==> config.mk <==
export PLATFORM = sky130hd
export DESIGN_NAME = heartbeat_watchdog_supervisor_unit
export DESIGN_NICKNAME = d
export VERILOG_FILES = /design/src/sv/hbws_pkg.sv /design/src/sv/hbws_step.sv /design/src/sv/heartbeat_watchdog_supervisor_unit.sv
export SDC_FILE = /design/constraint.sdc
export NUM_CORES = 1
export LEC_CHECK = 0
export BUFFER_PORTS_ARGS = -buffer_cell sky130_fd_sc_hd__buf_2
export CORE_AREA = 2 2 186 188
export DETAILED_ROUTE_END_ITERATION = 12
export DIE_AREA = 0 0 188 190
export GPL_ROUTABILITY_DRIVEN = 0
export PLACE_DENSITY_LB_ADDON = 0.15
export SYNTH_ARGS = -nofsm -noshare
export SYNTH_HDL_FRONTEND = slang
export SYNTH_SLANG_ARGS = --single-unit
==> constraint.sdc <==
create_clock -name clk -period 3.3 [get_ports clk]
set_input_delay 0.495 -clock clk [delete_from_list [all_inputs] [get_ports clk]]
set_output_delay 0.495 -clock clk [all_outputs]
set_load 0.02 [all_outputs]
==> src/sv/hbws_pkg.sv <==
// Shared types and constants for the heartbeat watchdog supervisor.
`timescale 1ns / 1ps

package hbws_pkg;

  localparam int TIME_W  = 32;
  localparam int COUNT_W = 8;
  localparam int DELAY_W = 16;
  localparam int LIMIT_W = 8;
  localparam int CFG_IDX_W = 2;
  localparam int CFG_DATA_W = 16;
  localparam int IN_DATA_W  = 40;
  localparam int OUT_DATA_W = 24;

  localparam logic [DELAY_W-1:0] ACTIVATE_PULSE_RST = DELAY_W'(500);
  localparam logic [DELAY_W-1:0] HB_INTERVAL_RST    = DELAY_W'(1000);
  localparam logic [DELAY_W-1:0] BB_TIMEOUT_RST     = DELAY_W'(200);
  localparam logic [LIMIT_W-1:0] FAULT_LIMIT_RST    = LIMIT_W'(4);
  localparam logic [COUNT_W-1:0] COUNT_MAX          = {COUNT_W{1'b1}};

  // Configuration register indexes
  localparam logic [CFG_IDX_W-1:0] CFG_ACTIVATE_PULSE = 2'd0;
  localparam logic [CFG_IDX_W-1:0] CFG_HB_INTERVAL    = 2'd1;
  localparam logic [CFG_IDX_W-1:0] CFG_BB_TIMEOUT     = 2'd2;
  localparam logic [CFG_IDX_W-1:0] CFG_FAULT_LIMIT    = 2'd3;

  typedef enum logic [3:0] {
    PH_WAIT     = 4'd0,
    PH_PULSE_ON = 4'd1,
    PH_PULSE_HI = 4'd2,
    PH_CYCLE    = 4'd3,
    PH_HI_SET   = 4'd4,
    PH_BB_LOW   = 4'd5,
    PH_HOLD_HI  = 4'd6,
    PH_LO_SET   = 4'd7,
    PH_BB_HIGH  = 4'd8,
    PH_HOLD_LO  = 4'd9,
    PH_CHECK    = 4'd10
  } phase_t;

  typedef struct packed {
    logic [DELAY_W-1:0] activate_pulse_ms;
    logic [DELAY_W-1:0] heartbeat_interval_ms;
    logic [DELAY_W-1:0] beatback_timeout_ms;
    logic [LIMIT_W-1:0] fault_limit;
  } cfg_t;

  typedef struct packed {
    phase_t             phase;
    logic [TIME_W-1:0]  interval_deadline;
    logic [TIME_W-1:0]  beatback_deadline;
    logic [COUNT_W-1:0] faults;
    logic [COUNT_W-1:0] restarts;
    logic               armed;
    logic               heartbeat;
  } state_t;

  typedef struct packed {
    logic               sensor_error;
    logic               radio_error;
    logic               beatback_level;
    logic               watchdog_present;
    logic [TIME_W-1:0]  now_ms;
  } tick_t;

  typedef struct packed {
    logic [COUNT_W-1:0] restart_count;
    logic               restart_event;
    logic [COUNT_W-1:0] fault_count;
    logic               kick_internal_watchdog;
    logic               arm_internal_watchdog;
    logic               heartbeat_level;
  } result_t;

endpackage

==> src/sv/hbws_step.sv <==
// Next-state and result logic for one supervisor tick.
`timescale 1ns / 1ps

module hbws_step (
  input  hbws_pkg::state_t  state_i,
  input  hbws_pkg::cfg_t    cfg_i,
  input  hbws_pkg::tick_t   tick_i,
  output hbws_pkg::state_t  state_o,
  output hbws_pkg::result_t result_o
);

  logic [hbws_pkg::TIME_W-1:0]  now;
  logic [hbws_pkg::TIME_W-1:0]  pulse_dl;
  logic [hbws_pkg::TIME_W-1:0]  interval_dl;
  logic [hbws_pkg::TIME_W-1:0]  beatback_dl;
  logic                         interval_passed;
  logic                         beatback_passed;
  logic [hbws_pkg::COUNT_W-1:0] faults_inc;
  logic [hbws_pkg::COUNT_W-1:0] restarts_inc;
  logic                         over_limit;
  hbws_pkg::phase_t             phase_nxt;

  assign now = tick_i.now_ms;
  // Deadlines wrap at the time width
  assign pulse_dl    = now + hbws_pkg::TIME_W'(cfg_i.activate_pulse_ms);
  assign interval_dl = now + hbws_pkg::TIME_W'(cfg_i.heartbeat_interval_ms);
  assign beatback_dl = now + hbws_pkg::TIME_W'(cfg_i.beatback_timeout_ms);
  assign interval_passed = now > state_i.interval_deadline;
  assign beatback_passed = now > state_i.beatback_deadline;
  assign faults_inc = (state_i.faults == hbws_pkg::COUNT_MAX) ?
                      state_i.faults : state_i.faults + 1'b1;
  assign restarts_inc = (state_i.restarts == hbws_pkg::COUNT_MAX) ?
                        state_i.restarts : state_i.restarts + 1'b1;
  assign over_limit = state_i.faults > hbws_pkg::COUNT_W'(cfg_i.fault_limit);

  // Phase sequencing
  always_comb begin
    phase_nxt = state_i.phase;
    case (state_i.phase)
      hbws_pkg::PH_PULSE_ON: phase_nxt = hbws_pkg::PH_PULSE_HI;
      hbws_pkg::PH_PULSE_HI: if (interval_passed) phase_nxt = hbws_pkg::PH_CYCLE;
      hbws_pkg::PH_CYCLE:    phase_nxt = hbws_pkg::PH_HI_SET;
      hbws_pkg::PH_HI_SET:   phase_nxt = hbws_pkg::PH_BB_LOW;
      hbws_pkg::PH_BB_LOW: begin
        if (!tick_i.beatback_level || beatback_passed) phase_nxt = hbws_pkg::PH_HOLD_HI;
      end
      hbws_pkg::PH_HOLD_HI:  if (interval_passed) phase_nxt = hbws_pkg::PH_LO_SET;
      hbws_pkg::PH_LO_SET:   phase_nxt = hbws_pkg::PH_BB_HIGH;
      hbws_pkg::PH_BB_HIGH: begin
        if (tick_i.beatback_level || beatback_passed) phase_nxt = hbws_pkg::PH_HOLD_LO;
      end
      hbws_pkg::PH_HOLD_LO:  if (interval_passed) phase_nxt = hbws_pkg::PH_CHECK;
      hbws_pkg::PH_CHECK:    phase_nxt = hbws_pkg::PH_CYCLE;
      default: begin
        phase_nxt = tick_i.watchdog_present ? hbws_pkg::PH_PULSE_ON : hbws_pkg::PH_WAIT;
      end
    endcase
  end

  // Datapath and result fields
  always_comb begin
    state_o       = state_i;
    state_o.phase = phase_nxt;
    result_o      = '0;
    case (state_i.phase)
      hbws_pkg::PH_PULSE_ON: begin
        state_o.heartbeat         = 1'b1;
        state_o.interval_deadline = pulse_dl;
      end
      hbws_pkg::PH_PULSE_HI: begin
        if (interval_passed) begin
          state_o.heartbeat         = 1'b0;
          state_o.interval_deadline = pulse_dl;
        end
      end
      hbws_pkg::PH_HI_SET, hbws_pkg::PH_LO_SET: begin
        state_o.heartbeat         = (state_i.phase == hbws_pkg::PH_HI_SET);
        state_o.interval_deadline = interval_dl;
        state_o.beatback_deadline = beatback_dl;
      end
      hbws_pkg::PH_BB_LOW: begin
        if (tick_i.beatback_level && beatback_passed) state_o.faults = faults_inc;
      end
      hbws_pkg::PH_BB_HIGH: begin
        if (!tick_i.beatback_level && beatback_passed) state_o.faults = faults_inc;
      end
      hbws_pkg::PH_CHECK: begin
        if (over_limit) begin
          state_o.faults         = '0;
          state_o.restarts       = restarts_inc;
          result_o.restart_event = 1'b1;
        end
      end
      hbws_pkg::PH_CYCLE, hbws_pkg::PH_HOLD_HI, hbws_pkg::PH_HOLD_LO: ;
      default: begin
        if (tick_i.watchdog_present) begin
          state_o.faults                 = '0;
          state_o.armed                  = 1'b1;
          result_o.arm_internal_watchdog = 1'b1;
        end
      end
    endcase
    result_o.heartbeat_level        = state_o.heartbeat;
    result_o.kick_internal_watchdog = state_o.armed & ~tick_i.radio_error &
                                      ~tick_i.sensor_error;
    result_o.fault_count   = state_o.faults;
    result_o.restart_count = state_o.restarts;
  end

endmodule

==> src/sv/heartbeat_watchdog_supervisor_unit.sv <==
// Top level of the heartbeat watchdog supervisor: ports, registers and handshake.
`timescale 1ns / 1ps

// One tick is taken per clock cycle while in_tready is high. A tick transfer on
// the input lands in an input register; when the result stage advances, the
// tick logic updates the supervisor state and loads the result register, and
// results follow at the full input rate while out_tready is high. When the
// result is not taken the result register holds; the input register still takes
// one more tick while it is empty, then in_tready stays low until the result
// moves. Configuration writes take effect on the next cycle and should be made
// only while no tick is in flight.
module heartbeat_watchdog_supervisor_unit (
  input  logic                                clk,
  input  logic                                rst_n,
  input  logic                                in_tvalid,
  output logic                                in_tready,
  // now_ms[31:0], watchdog_present, beatback_level, radio_error, sensor_error, zero pad
  input  logic [hbws_pkg::IN_DATA_W-1:0]      in_tdata,
  output logic                                out_tvalid,
  input  logic                                out_tready,
  // heartbeat_level, arm_internal_watchdog, kick_internal_watchdog, fault_count[7:0],
  // restart_event, restart_count[7:0], zero pad
  output logic [hbws_pkg::OUT_DATA_W-1:0]     out_tdata,
  input  logic                                cfg_we,
  input  logic [hbws_pkg::CFG_IDX_W-1:0]      cfg_index,
  input  logic [hbws_pkg::CFG_DATA_W-1:0]     cfg_wdata
);

  localparam int TICK_W   = $bits(hbws_pkg::tick_t);
  localparam int RESULT_W = $bits(hbws_pkg::result_t);

  hbws_pkg::cfg_t    cfg_r;
  hbws_pkg::state_t  st_r;
  hbws_pkg::state_t  st_nxt;
  hbws_pkg::tick_t   tick_r;
  hbws_pkg::result_t res_r;
  hbws_pkg::result_t res_nxt;
  logic              in_valid_r;
  logic              out_valid_r;
  logic              advance;

  assign advance    = !out_valid_r || out_tready;
  assign in_tready  = !in_valid_r || advance;
  assign out_tvalid = out_valid_r;
  assign out_tdata  = {{(hbws_pkg::OUT_DATA_W - RESULT_W){1'b0}}, res_r};

  hbws_step u_step (
    .state_i  (st_r),
    .cfg_i    (cfg_r),
    .tick_i   (tick_r),
    .state_o  (st_nxt),
    .result_o (res_nxt)
  );

  always_ff @(posedge clk) begin
    if (!rst_n) begin
      cfg_r.activate_pulse_ms     <= hbws_pkg::ACTIVATE_PULSE_RST;
      cfg_r.heartbeat_interval_ms <= hbws_pkg::HB_INTERVAL_RST;
      cfg_r.beatback_timeout_ms   <= hbws_pkg::BB_TIMEOUT_RST;
      cfg_r.fault_limit           <= hbws_pkg::FAULT_LIMIT_RST;
    end else if (cfg_we) begin
      case (cfg_index)
        hbws_pkg::CFG_ACTIVATE_PULSE: cfg_r.activate_pulse_ms     <= cfg_wdata;
        hbws_pkg::CFG_HB_INTERVAL:    cfg_r.heartbeat_interval_ms <= cfg_wdata;
        hbws_pkg::CFG_BB_TIMEOUT:     cfg_r.beatback_timeout_ms   <= cfg_wdata;
        hbws_pkg::CFG_FAULT_LIMIT:
          cfg_r.fault_limit <= cfg_wdata[hbws_pkg::LIMIT_W-1:0];
        default: ;
      endcase
    end
  end

  // Input stage
  always_ff @(posedge clk) begin
    if (!rst_n) begin
      in_valid_r <= 1'b0;
    end else if (in_tready) begin
      in_valid_r <= in_tvalid;
    end
  end

  always_ff @(posedge clk) begin
    if (in_tready && in_tvalid) begin
      tick_r <= hbws_pkg::tick_t'(in_tdata[TICK_W-1:0]);
    end
  end

  // Tick stage: advance state and load the result
  always_ff @(posedge clk) begin
    if (!rst_n) begin
      st_r.phase             <= hbws_pkg::PH_WAIT;
      st_r.interval_deadline <= '0;
      st_r.beatback_deadline <= '0;
      st_r.faults            <= '0;
      st_r.restarts          <= '0;
      st_r.armed             <= 1'b0;
      st_r.heartbeat         <= 1'b0;
      out_valid_r            <= 1'b0;
    end else if (advance) begin
      out_valid_r <= in_valid_r;
      if (in_valid_r) begin
        st_r <= st_nxt;
      end
    end
  end

  always_ff @(posedge clk) begin
    if (advance && in_valid_r) begin
      res_r <= res_nxt;
    end
  end

  a_restart_clears_faults: assert property (@(posedge clk) disable iff (!rst_n)
    out_valid_r && res_r.restart_event |-> res_r.fault_count == '0)
    else $error("restart result carries a nonzero fault count");

  a_kick_needs_armed: assert property (@(posedge clk) disable iff (!rst_n)
    out_valid_r && res_r.kick_internal_watchdog |-> st_r.armed)
    else $error("kick issued while internal watchdog not armed");

  a_restarts_monotonic: assert property (@(posedge clk) disable iff (!rst_n)
    $past(rst_n) |-> st_r.restarts >= $past(st_r.restarts))
    else $error("restart count decreased");

  a_stall_only_when_full: assert property (@(posedge clk) disable iff (!rst_n)
    !in_tready |-> in_valid_r && out_valid_r)
    else $error("input stalled with a free stage");

endmodule

-- Word level (Yosys, flattened, before mapping)
Index checks and enable logic that the tools add are counted.
- flip-flop bits (word level): 200
- input port bits: 63
- output and inout bits: 26
- logic and storage cells: 103
- add/subtract/negate cells: 5
- $lt $le $gt $ge: 3
- eq/ne operators: 20
- mux-type cells: 23
- bitwise operators: 4
- reduce and logical (&&, ||, !) cells: 24
- operators with widths (kind ; count):
    32-bit by 16-bit adder with 32-bit output ; 3
    32-bit case mux with 3 select lines ; 1
    32-bit > comparator ; 2
    8-bit two-way mux ; 6
    4-bit case mux with 10 select lines ; 1
    32-bit two-way mux ; 1
    8-bit case mux with 4 select lines ; 1
    4-bit two-way mux ; 5
    8-bit by 1-bit adder with 8-bit output (second input constant) ; 2
    4-bit by 3-bit == test with 1-bit output (second input constant) ; 4
    8-bit == test (second input constant) ; 2
    16-bit two-way mux ; 1
    4-bit == test (second input constant) ; 3
    2-bit by 1-bit inequality test with 1-bit output (second input constant) ; 5
    2-bit AND reduction ; 5
    10-bit OR reduction ; 1
    4-bit by 2-bit == test with 1-bit output (second input constant) ; 2
    8-bit > comparator ; 1
    7-bit AND reduction ; 1
    7-bit OR reduction ; 1
    1-bit two-way mux ; 6
    2-bit == test (second input constant) ; 2
    4-bit by 1-bit == test with 1-bit output (second input constant) ; 1
    1-bit logical AND ; 4
    other kinds (11) ; 18

-- Longest topological paths before layout
- word-level depth: 5
- depth in mapped cells: 15
- mapped depth without buffers: 14

-- By module
Synthesis repeated with hierarchy kept, for this count alone.
- cell total of the unflattened synthesis: 1656
- area total of the unflattened synthesis: 13909.6 µm²
- modules (own cells, without submodules) (module ; instances ; cells an instance ; area an instance (µm²) ; seq. area each (µm²)):
    heartbeat_watchdog_supervisor_unit ; 1 ; 656 ; 7201.9 ; 4564.4
    hbws_step ; 1 ; 1000 ; 6707.7 ; 0.0

-- Worst setup path before layout
No wires, ideal clock.
- kind: flip-flop to flip-flop
- start: register st_r[82] in the netlist's numbering
- end: register st_r[62] in the netlist's numbering
- setup time: 0.128 ns
- arrival time: 3.296 ns
- data required time: 3.172 ns
- slack: -0.124 ns
- stages on the path, launching flop included: 16
- path buffers: 2
- clock period less this slack: 3.424 ns
- path through: dfxtp_1 > buf_2 > inv_1 > nand2_1 > nand4b_2 > clkbuf_1 > mux2_2 > ha_1 > or4_1 > o21bai_1 > a41oi_1 > o21ai_1 > a21oi_1 > xnor2_1 > mux2i_1 > nor2_1
- word-level cells in the longest chain between the ends: 4
- elaborated cells on any way between the ends: 9
- those cells by class: 5 x eq/ne; 1 x mux; 3 x reduce/logical
- RTL lines (item ; RTL line ; RTL):
    start, declared ; heartbeat_watchdog_supervisor_unit.sv:33 ; hbws_pkg::state_t st_r;
    start signal, assigned ; heartbeat_watchdog_supervisor_unit.sv:102 ; st_r <= st_nxt;
    4-bit by 3-bit == test with 1-bit output ; hbws_step.sv:65 ; case (state_i.phase)
    2-bit OR reduction ; n/a ;
    3-bit nonzero test (no source line) ; n/a ;
    4-bit AND reduction (no source line) ; n/a ;
Parallel ways exist; a longest one is shown, timed or not.
A chain may end at the register's enable or synchronous reset.

-- Final worst setup path
- start: register st_r[83] in the netlist's numbering
- end: register st_r[81] in the netlist's numbering
Same word-level chain as after synthesis.

==> flow_metrics.py <==
metrics = {
    "synth": {
        "synthXorXnorAreaFrac_pct": 4.82,
        "synth_top_area_share_pct": 24.8,
        "netlist_area_um2": 11600,
        "ys.flop_type": "dfxtp_1",
        "synth_fa_ha_area_share_pct": 11.8,
        "synth_edf_count": 56,
        "async_flop_share_pct": 0,
        "synth-seq-cells": 200,
        "yosysWarnings": 0,
        "synth_top_family_by_area": "simple AND/OR/NAND/NOR gates",
        "synthMuxAreaShare_pct": 3.06,
        "yosys.cell_types.count": 83,
        "synth_top_area_cell": "dfxtp_1",
        "synth_compound_area_share_pct": 17.2,
        "synthSimpleGateAreaFrac_pct": 18.3,
        "synthCells": 1336,
        "synthTopCellsByArea": "dfxtp_1 25%, edfxtp_1 14%, ha_1 11%, a21oi_1 6.8%, nand2_1 6.8%",
        "syn_avg_cell_area_um2": 8.70,
        "ys_seq_area_share_pct": 39.3,
    },
    "cts": {
        "cts_tree": "done",
        "numCtsBuffers": 17,
        "clk_pin_slew_ns": 0.08,
        "cts-root-buf": "clkbuf_16",
        "clock-sinks": 200,
        "clockBufferDepth": 2,
        "htree_levels": 4,
        "hold_buffers": 0,
        "clk-insertion-delay-late_ns": 0.46,
    },
    "global_route": {
        "grt_pass1_vias": 9148,
        "grt_max_degree": 55,
        "grt_usage_pct": 17.3,
        "grt_pass1_wl_mm": 48.6,
        "grt_overflow_total": 0,
        "antenna_found_initial": 0,
    },
    "layout": {
        "syn2layout_area_growth_pct": 16.2,
        "fin_nets": 1599,
        "fin_area_um2": 13500,
        "final_layout_size_suffix_gt1_share_pct": 16.9,
        "diodes": 0,
    },
    "timing": {
        "final.setup.tns_ns": 0,
        "relSlewSlack_pct": 52.8,
        "max_freq_ghz": 0.315,
        "period_minus_slack_ns": 3.17,
        "maxSlewViolCount": 0,
        "skew_ns": 0.0147,
        "min_period_over_period_pct": 96.1,
        "setup_viol": 0,
        "worst_slew_pin_slew_ns": 0.708,
        "hold_viol": 0,
        "holdWs_ns": 0.206,
    },
    "worst_hold_path": {
        "hold_class": "in -> reg",
    },
    "worst_setup_path": {
        "critPathMaxFanout": 8,
        "rrSetupSlack_ns": 0.13,
        "required_ns": 3.69,
        "endpoint_kind": "register",
        "cp.arrival_ns": 3.56,
        "crit_path_start_kind": "register",
        "crit_type": "reg -> reg",
    },
    "pwr": {
        "power_leakage_nw": 5.08,
        "total_power_mw": 5.48,
        "p_per_area_nw_per_um2": 406,
        "ir_worst_vdd_mv": 0.375,
    },
    "detailed_routing": {
        "avgRoutedWirePerCell_um": 16.0,
        "drc": 0,
        "drt_first_pass_iters": 5,
        "postRouteAntennaNets": 0,
        "routed_wl_mm": 30.3,
        "vias_per_cell": 5.01,
        "via_count": 9500,
        "drt_iter0_drc": 452,
    },
    "floorplanning": {
        "placementRows": 68,
        "ios": 89,
        "die_y_um": 190,
        "die-area_um2": 35700,
        "coreArea_um2": 33900,
        "start_util_pct": 34.2,
        "dieWidth_um": 188,
    },
    "run": {
        "max-cap-violations": 0,
    },
    "run_status": {
        "status": "complete, no violations",
    },
    "placement": {
        "dpl-instance-area_um2": 12700,
        "dp_hpwl_mm": 22.1,
        "port_buffers": 80,
    },
}
==> flip-flops by register name, summed over array words and instances (netlist names) <==
name        cells
out_tvalid      1
st_r           86
tick_r         36
out_tdata      20
in_valid_r      1
cfg_r          56
==> per-stage QoR <==
step | instances | setup WS [ns] | utilization [%]
floorplan | 1339 | 0.00715 | -
CTS | 1892 | 0.0137 | 39.2
global route | 1896 | -0.0112 | 39.8
detailed placement | 1860 | 0.0189 | 37.5
global placement | 1860 | 0.0298 | 37.5
finish | 1896 | 0.130 | 39.8
==> cells in the final DEF, fill, tap and decap left out, drive strengths merged, types with 4 or more instances in the layout <==
master    n
a211oi   11
a21boi    5
a21o     16
a21oi   159
a221oi    4
a311oi    4
a31oi    11
and2      8
and3     10
and4      5
buf     131
clkbuf   20
clkinv    7
conb      4
dfxtp   144
edfxtp   56
ha      106
inv     102
mux2     20
mux2i    13
nand2   210
nand2b    8
nand3    63
nand4    17
nor2     64
nor2b     7
nor3     23
nor3b     9
nor4      6
o211ai   11
o21a      6
o21ai    62
or2       9
xnor2    37
xor2     27
==> Yosys cell counts (4+ instances only) <==
cell,count
dfxtp_1,144
and2_1,8
a211oi_1,11
buf_1,4
buf_2,10
mux2_2,20
mux2i_1,13
o211ai_1,10
nand4_1,17
a31oi_1,11
xor2_1,27
xnor2_1,37
buf_4,9
o21ai_0,50
nand2_1,209
nand3_1,62
nor2_1,62
and4_1,5
nor3_1,19
a21o_1,16
a21oi_1,157
o21ai_1,10
nor3b_1,8
nor2b_1,7
ha_1,106
edfxtp_1,56
inv_1,95
nand2b_1,8
clkbuf_1,39
o21a_1,6
and3_1,10
or2_2,6
==> routing by layer <==
metal,wire [um],up-vias,global-route usage (%)
li1,-,4884,-
met1,14300,4431,22.1
met2,14500,145,29.5
met3,810,40,3.08
met4,695,0,5.75
met5,0,-,0
==> worst max-delay path: stages (launching register included) <==
cell and delay, ns:
dfxtp_4 0.37, nand2b_4 0.14, nand4b_4 0.16, buf_12 0.18, mux2_4 0.31, ha_4 0.27
buf_6 0.09, nand3_2 0.05, o211ai_1 0.47, o2111ai_2 0.24, a31oi_1 0.21, buf_4 0.21
nand4_1 0.12, xor2_1 0.15, a21oi_1 0.11
==> power breakdown <==
| group | total (mW) | internal (mW) | switching (mW) |
|---|---|---|---|
| logic | 0.731 | 0.301 | 0.430 |
| registers | 2.67 | 2.60 | 0.0666 |
| clock network | 2.09 | 1.05 | 1.03 |
==> path summary, 6_finish.rpt <==
check	startpoint	endpoint	cells after the start
setup / recovery	st_r[83]	st_r[81]	14
hold / removal	in_tdata[8]	tick_r[8]	1
setup reg to reg	st_r[83]	st_r[81]	14
hold reg to reg	st_r[29]	st_r[29]	2
==> repair_timing <==
| item | CTS | global route |
|---|---|---|
| endpoints found under the setup margin | 1 | 22 |
| gates cloned | 0 | 1 |
| pin swaps | 0 | 8 |
| endpoints found under the hold margin | 0 | 0 |
| buffers inserted | 0 | 5 |
| gates resized for setup | 1 | 28 |
==> kinds of logic (layout without fill, tap and decap cells) <==
| group | count (synthesis) | count (layout) |
|---|---|---|
| compound gates | 322 | 322 |
| buf+inv | 159 | 261 |
| xor+xnor | 64 | 64 |
| fa+ha+maj | 108 | 108 |
| mux | 33 | 33 |
| other cells | 1 | 4 |
| flops | 200 | 200 |
| simple gates | 449 | 449 |
==> final cells by class <==
type                            instances  area (um^2)
Timing Repair Buffer                  132          850
Inverter                               97          364
Fill cell                            3475        20400
Multi-Input combinational cell        980         6570
Clock inverter                         13          108
Tap cell                              455          569
Clock buffer                           19          464
Sequential cell                       200         4570
Power figures use the tool's default switching activity.
